**config.mk**
```make
export PLATFORM = sky130hd
export DESIGN_NAME = spba_ctrl
export DESIGN_NICKNAME = d
export VERILOG_FILES = /design/src/spba_pkg.sv /design/src/spba_ctrl.sv
export SDC_FILE = /design/constraint.sdc
export NUM_CORES = 1
export LEC_CHECK = 0
export BUFFER_PORTS_ARGS = -buffer_cell sky130_fd_sc_hd__buf_2
export CORE_AREA = 2 2 39 41
export CTS_BUF_LIST = sky130_fd_sc_hd__clkbuf_4 sky130_fd_sc_hd__clkbuf_8
export DETAILED_ROUTE_END_ITERATION = 16
export DIE_AREA = 0 0 41 43
export HOLD_SLACK_MARGIN = 0.02
export PLACE_DENSITY = 0.61
export SLEW_MARGIN = 5
export SYNTH_ARGS = -nofsm -noshare
export SYNTH_HDL_FRONTEND = slang
export SYNTH_SLANG_ARGS = --single-unit
```
**constraint.sdc**
```tcl
create_clock -name clk -period 2.4 [get_ports clk]
set_input_delay 0.48 -clock clk [delete_from_list [all_inputs] [get_ports clk]]
set_output_delay 0.48 -clock clk [all_outputs]
set_load 0.01 [all_outputs]
```
**src/spba_pkg.sv**
```systemverilog
// ----------------------------------------------------------------------------
// spba_pkg
// Types, opcodes and fixed-point constants shared by the pose blend
// accumulator modules.
// ----------------------------------------------------------------------------
package spba_pkg;

    typedef struct packed {
        logic [3:0]         opcode;
        logic [5:0]         node;
        logic signed [31:0] vec_x;
        logic signed [31:0] vec_y;
        logic signed [31:0] vec_z;
        logic signed [15:0] blend_weight;
        logic               mirror;
        logic [15:0]        angle;
    } req_t;

    typedef struct packed {
        logic signed [31:0] out_x;
        logic signed [31:0] out_y;
        logic signed [31:0] out_z;
        logic signed [19:0] out_weight;
        logic signed [15:0] out_angle;
        logic               out_identity;
        logic               skipped;
        logic               div_fault;
    } res_t;

    localparam logic [3:0] OP_TRANS    = 4'd0;
    localparam logic [3:0] OP_SCALE    = 4'd1;
    localparam logic [3:0] OP_ROTZ     = 4'd2;
    localparam logic [3:0] OP_TRANS_ID = 4'd3;
    localparam logic [3:0] OP_SCALE_ID = 4'd4;
    localparam logic [3:0] OP_CLEAR    = 4'd5;
    localparam logic [3:0] OP_KEEP     = 4'd6;
    localparam logic [3:0] OP_READ_T   = 4'd7;
    localparam logic [3:0] OP_READ_SR  = 4'd8;

    localparam logic [1:0] CFG_PELVIS = 2'd0;
    localparam logic [1:0] CFG_SPINE  = 2'd1;
    localparam logic [1:0] CFG_THRESH = 2'd2;

    localparam logic [11:0]        THRESH_RESET = 12'd4;
    localparam logic signed [31:0] ONE_Q16      = 32'sd65536;
    localparam logic signed [19:0] KEEP_WEIGHT  = 20'sd4096;
    localparam logic signed [20:0] WMAX         = 21'sd524287;
    localparam logic signed [20:0] WMIN         = -21'sd524288;
    localparam int                 T_W          = 22;
    localparam logic signed [T_W-1:0] TMAX      = 22'sd1048576;

    typedef enum logic [3:0] {
        ST_IDLE,
        ST_READ,
        ST_SUM,
        ST_DSTART,
        ST_DIV,
        ST_MUL,
        ST_ACC,
        ST_WRITE,
        ST_OUT
    } state_t;

    typedef struct packed {
        logic       load;
        logic       sum;
        logic       div_start;
        logic       t_load;
        logic       mul;
        logic       acc;
        logic       write;
        logic       out_load;
        logic [1:0] comp;
    } cmd_t;

    typedef struct packed {
        logic lerp;
        logic single;
        logic div_done;
        logic res_free;
    } sts_t;

endpackage

```
**src/spba_ctrl.sv**
```systemverilog
// ----------------------------------------------------------------------------
// spba_ctrl
// Sequencer for one request: read, weight sum, divide and per-component lerp
// (for a lerp only), write back and result hand-off.
// ----------------------------------------------------------------------------
module spba_ctrl
    import spba_pkg::*;
(
    input  logic clk,
    input  logic rst_n,
    input  logic in_valid,
    output logic in_stall,
    input  sts_t sts,
    output cmd_t cmd
);

    state_t     state_reg, state_next;
    logic [1:0] comp_reg, comp_next;

    always_ff @(posedge clk or negedge rst_n)
    begin
        if (!rst_n)
        begin
            state_reg <= ST_IDLE;
            comp_reg  <= 2'd0;
        end
        else
        begin
            state_reg <= state_next;
            comp_reg  <= comp_next;
        end
    end

    always_comb
    begin
        state_next = state_reg;
        comp_next  = comp_reg;
        cmd        = '0;
        cmd.comp   = comp_reg;
        in_stall   = (state_reg != ST_IDLE);
        unique case (state_reg)
            ST_IDLE:
            begin
                comp_next = 2'd0;
                if (in_valid)
                begin
                    cmd.load   = 1'b1;
                    state_next = ST_READ;
                end
            end
            ST_READ: state_next = ST_SUM;
            ST_SUM:
            begin
                cmd.sum    = 1'b1;
                state_next = sts.lerp ? ST_DSTART : ST_WRITE;
            end
            ST_DSTART:
            begin
                cmd.div_start = 1'b1;
                state_next    = ST_DIV;
            end
            ST_DIV:
            begin
                if (sts.div_done)
                begin
                    cmd.t_load = 1'b1;
                    state_next = ST_MUL;
                end
            end
            ST_MUL:
            begin
                cmd.mul    = 1'b1;
                state_next = ST_ACC;
            end
            ST_ACC:
            begin
                cmd.acc = 1'b1;
                if (sts.single || comp_reg == 2'd2)
                    state_next = ST_WRITE;
                else
                begin
                    comp_next  = comp_reg + 2'd1;
                    state_next = ST_MUL;
                end
            end
            ST_WRITE:
            begin
                cmd.write  = 1'b1;
                state_next = ST_OUT;
            end
            ST_OUT:
            begin
                if (sts.res_free)
                begin
                    cmd.out_load = 1'b1;
                    state_next   = ST_IDLE;
                end
            end
            default: state_next = ST_IDLE;
        endcase
    end

endmodule

```
==> impl_metrics.toml, run 1 <==
[synth]
synth_seq_cells = 6
synth.area.top_cells = "dfrtp_1 (41%), nor2_1 (7.2%), nand2_1 (6.2%)"
synth_top_cell_area_share_pct = 41.2
synth-edff-count = 0
synthTopCellsByCount = "nor2_1 (7), dfrtp_1 (6), nand2_1 (6)"
ys.flop_type = "dfrtp_1"
avgSynthCellArea_sq_um = 8.47
synth.yosys.seq_area_share_pct = 41.2
synthArstFlopShare_pct = 100
yosysWarningCount = 0
yosysMostFrequentCell = "nor2_1"
syn-num-nets = 51
synthesis.area_sq_um = 364
syn_inst = 43
synth_area_leader_cell = "dfrtp_1"
ys_types = 20

[clock_network]
postCtsHoldBufs = 0
cts_resized = 0
cts_tree = "done"
numCtsBuffers = 3
cts.sinks = 6
insertion_delay_ps = 240
postCtsSetupBuffers = 0
cts.clk_slew.worst_paths_ps = 40
ctsHtreeMaxLevel = 1
max-clock-path-buffers = 2
cts_root_buffer = "clkbuf_4"

[drt]
via_count = 352
viasPerCell = 4.51
drtIter0Drc = 6
dr.pass1.iters = 4
wl_per_cell_um = 10.6
drt_wl_total_um = 827
antenna_left = 0
route.detailed.drc = 0

[die]
dieArea_sq_um = 1760
die_x_um = 41
die_h_um = 43
initial_utilization_pct = 26.3
io-pin-count = 18
core_area_sq_um = 1380
num_rows = 14

[global_routing]
grt_pass1_wl_um = 1280
groute.layer.met2.usage_pct = 13.8
grtUsageTotal_pct = 11.7
antenna_found_initial = 0
grtUsageMet3_pct = 3.66
grtUsageMet1_pct = 15.4
grt_max_degree = 11
busiest_layer = "met1"
grt_overflow = 0
grt_pass1_vias = 300

[worst_setup_path]
crit_start = "state_reg[2]"
critPathCaptureType = "primary output"
worst-setup-path-type = "reg -> out"
crit_arrival_ps = 1540
required_ps = 1920
path_max_fanout = 10
reg2reg_from = "comp_reg[0]"
start_kind = "flip-flop"
r2r_slack_ps = 950

[power]
p_leak_nw = 0.271
worst_ir_drop_vdd_uv = 359
power_uw = 559
power_density_nw_per_um2 = 1150

[placed_design]
place_area_sq_um = 464
gp_congestion = 0.767
placed_cells = 75
post-place-ws_ps = 626
dp_hpwl_um = 672
port_buffers = 17

[timing]
rsz0062_at_grt = "no"
post-route-period-util_pct = 84.3
min_period_ps = 2020
maxSlewViolCount = 0
setup_viol = 0
finalClockSkew_ps = 0.172
worst_slew_pin_slew_ps = 267
final-hold-violation-count = 0
max_freq_mhz = 494
slew_headroom_pct = 82.2
worst_slack_ps = 377
fin_tns_setup_ps = 0

[layout]
layout-drive-gt1-share_pct = 35.5
fin_area_sq_um = 487
largest_reg_flops = 4
final_cells = 78
nets = 72
antenna_cells = 0
fill_cells = 156
area_growth_pct = 33.7

[hold_path]
hold_path.class = "in -> async"

[run_status]
status = "finished, final reports clean"

[job]
drv_cap = 0
==> area by class of cell <==
type	count	area (sq um)	area share, %
Tap cell	16	20.0	4.11
Timing Repair Buffer	17	85.1	17.5
Multi-Input combinational cell	34	201	41.4
Clock buffer	3	22.5	4.63
Inverter	2	7.51	1.54
Sequential cell	6	150	30.8
==> power breakdown <==
part,total [mW],internal (mW),switching (mW)
Sequential,0.205,0.142,0.0639
Combinational,0.266,0.123,0.143
Clock,0.0883,0.0563,0.0320
==> per-layer routing <==
metal,part of all wire [%],vias up
li1,-,189
met5,0,-
met4,1.7,0
met3,8.8,2
met1,48,144
met2,41,17
==> cells by family after synthesis <==
logic type | count (synthesis) | synth area share [%]
adders and majority gates | 1 | 3.44
DFF | 6 | 41.2
muxes | 2 | 5.50
buffers and inverters | 3 | 3.44
AOI/OAI and AO/OA | 5 | 8.59
and+or+nand+nor | 26 | 37.8
==> placed cells by master, fill, tap and decap left out <==
cell      count
a211oi_1      1
a21o_1        1
a21oi_1       2
and3_1        1
buf_2        17
clkbuf_4      3
dfrtp_1       6
ha_1          1
inv_1         2
mux2i_1       2
nand2_1       6
nand2b_1      2
nand2b_2      1
nand3b_1      1
nor2_1        7
nor2b_1       2
nor3_1        3
o22ai_1       1
or2b_1        1
or4_1         1
or4_4         1
==> worst max-delay path, stage by stage (launching register included) <==
cell     delay (ps)
dfrtp_1         460
or4_1           590
nor2_1          120
buf_2           130
==> metrics by stage <==
| step | util (%) | hold slack [ps] |
|---|---|---|
| after global routing | 35.2 | 58.8 |
| final | 35.2 | 57.3 |
| after floorplan | - | 184 |
| after CTS | 35.2 | 51.3 |
| after global placement | 33.5 | 316 |
| after detailed placement | 33.5 | 312 |
==> path summary, 6_finish.rpt <==
kind                                end  depth (start not counted)
setup / recovery                 cmd[9]                          3
hold / removal              comp_reg[1]                          1
setup reg to reg            comp_reg[1]                          4
hold reg to reg             comp_reg[0]                          1
max in group asynchronous   comp_reg[0]                          1
min in group clk           state_reg[3]                          2
No activity file was read; power rests on OpenSTA's default activity.
==> run 2: changes to the inputs <==
Settings changed: PLACE_DENSITY 0.61 to 0.63.
Clock period 2.4 ns to 1.8 ns, I/O delays scaled along.
==> impl_metrics.toml, run 2 (synthesized netlist as in run 1, its figures left out) <==
[layout]
layout_common_cells = "buf_2 (17), nor2_1 (7), nand2_1 (6)"
layout-drive-gt1-share_pct = 40.9
fin_area_sq_um = 524
utilization_pct = 37.9
antenna_cells = 0
largest_reg_flops = 4
multi_input_area_sq_um = 205
seq_area_sq_um = 151
layout.cells.most_common = "buf_2"
nets = 76
fill_cells = 144
final_cells = 82
area_growth_pct = 44.0

[worst_setup_path]
required_ps = 1440
r2r-end = "comp_reg[1]"
reg2reg_from = "state_reg[3]"
r2r_slack_ps = 330
path_max_fanout = 6
slowest_stage = "or4_4"
reg2reg_depth = 4
path_buf_inv = 1
worst-setup-path-type = "reg -> out"
slowest_delay_ps = 510
start_kind = "flip-flop"
path_cells = "or4_4 > nor2_1 > buf_2"
critPathCaptureType = "primary output"
crit_arrival_ps = 1410
cp_top_family = "simple AND/OR/NAND/NOR gates"

[drt]
dr.pass1.iters = 2
m1WireLength_um = 397
route.detailed.drc = 0
viasPerCell = 4.50
via_count = 369
antenna_left = 0
drt_wl_total_um = 814
wl_per_cell_um = 9.93
drtIter0Drc = 4
dr.max_layer_used = "met3"
route.met2.wl_um = 348
dr_wl_met3_um = 69

[placed_design]
placed_cells = 77
gp_congestion = 0.754
port_buffers = 17
place_area_sq_um = 479
post-place-ws_ps = 213

[global_routing]
grt_max_degree = 10
grt_pass1_vias = 301
grtUsageTotal_pct = 9.40
antenna_found_initial = 0
grt_pass1_wl_um = 1100
grt_overflow = 0

[die]
die_h_um = 43
io-pin-count = 18
die_x_um = 41
core_area_sq_um = 1380
initial_utilization_pct = 26.3
dieArea_sq_um = 1760
num_rows = 14

[power]
p_leak_nw = 0.290
p_seq_share_pct = 30.5
intPower_uw = 476
switching_share_pct = 41.1
switchingPower_uw = 332
power_frac_comb_pct = 55.0
power_uw = 808
power_density_nw_per_um2 = 1540
clkPwrFrac_pct = 14.5
worst_ir_drop_vdd_uv = 587

[timing]
max_freq_mhz = 566
worst_slack_ps = 34.0
maxSlewViolCount = 0
post-route-period-util_pct = 98.1
setup_viol = 0
fin_tns_setup_ps = 0
slew_headroom_pct = 85.1
finalClockSkew_ps = 1.32
whs_ps = 314
final-hold-violation-count = 0
rsz0062_at_grt = "yes"
min_period_ps = 1770
worst_slew_pin_slew_ps = 223

[clock_network]
ctsHtreeMaxLevel = 1
cts_tree = "done"
numCtsBuffers = 3
max-clock-path-buffers = 2
cts.sinks = 6
cts.clk_slew.worst_paths_ps = 40
insertion_delay_ps = 240
cts_root_buffer = "clkbuf_4"

[hold_path]
hold_depth = 2
hold_path.class = "in -> reg"
min_from = "sts[0]"
whs_endpoint = "state_reg[3]"

[run_status]
status = "finished, final reports clean"

[job]
drv_cap = 0
run 2: cell count changes in the layout (fill, tap and decap cells not counted):
cell / before / now
buf_4: 0 / 3
or4_4: 1 / 2
or4_1: 1 / 0
dlygate4sd3_1: 0 / 1
dfrtp_2: 0 / 1
dfrtp_1: 6 / 5
run 2: power groups by stage:
stage          Sequential [mW]  Clock, mW  Combinational, mW
2_1_floorplan            0.241          0              0.271
3_3_place_gp             0.243          0              0.415
3_5_place_dp             0.245          0              0.416
4_1_cts                  0.248      0.126              0.430
5_1_grt                  0.255      0.128              0.494
6_report                 0.246      0.117              0.444
run 2: layer usage:
layer  track usage, %  vias up
li1                 -      194
met1             12.2      157
met2             12.8       18
met3             1.57        0
met4             8.00        0
met5                0        -
run 2: area by class of cell:
class,instances,area share (%)
well taps,16,3.82
repair buffers,21,22.4
inverters,2,1.43
multi-input cells,34,39.1
clock buffers,3,4.30
flip-flops and latches,6,28.9
run 2: worst max-delay path by stage:
stage,cells past startpoint,startpoint,slack (ps),end
3_3_place_gp,3,state_reg[1],240,cmd[9]
4_1_cts,3,state_reg[1],10,cmd[9]
6_report,3,state_reg[1],30,cmd[9]
5_1_grt,3,state_reg[1],-20,cmd[9]
3_5_place_dp,3,state_reg[1],210,cmd[9]
2_1_floorplan,3,state_reg[2],140,cmd[9]
run 2: timing repair:
| item | CTS | global route |
|---|---|---|
| buffers inserted | 0 | 1 |
| endpoints found under the hold margin | 6 | 0 |
| resized for setup | 2 | 0 |
| gates cloned | 0 | 0 |
| setup endpoints to repair | 1 | 1 |
| hold buffers | 1 | 0 |
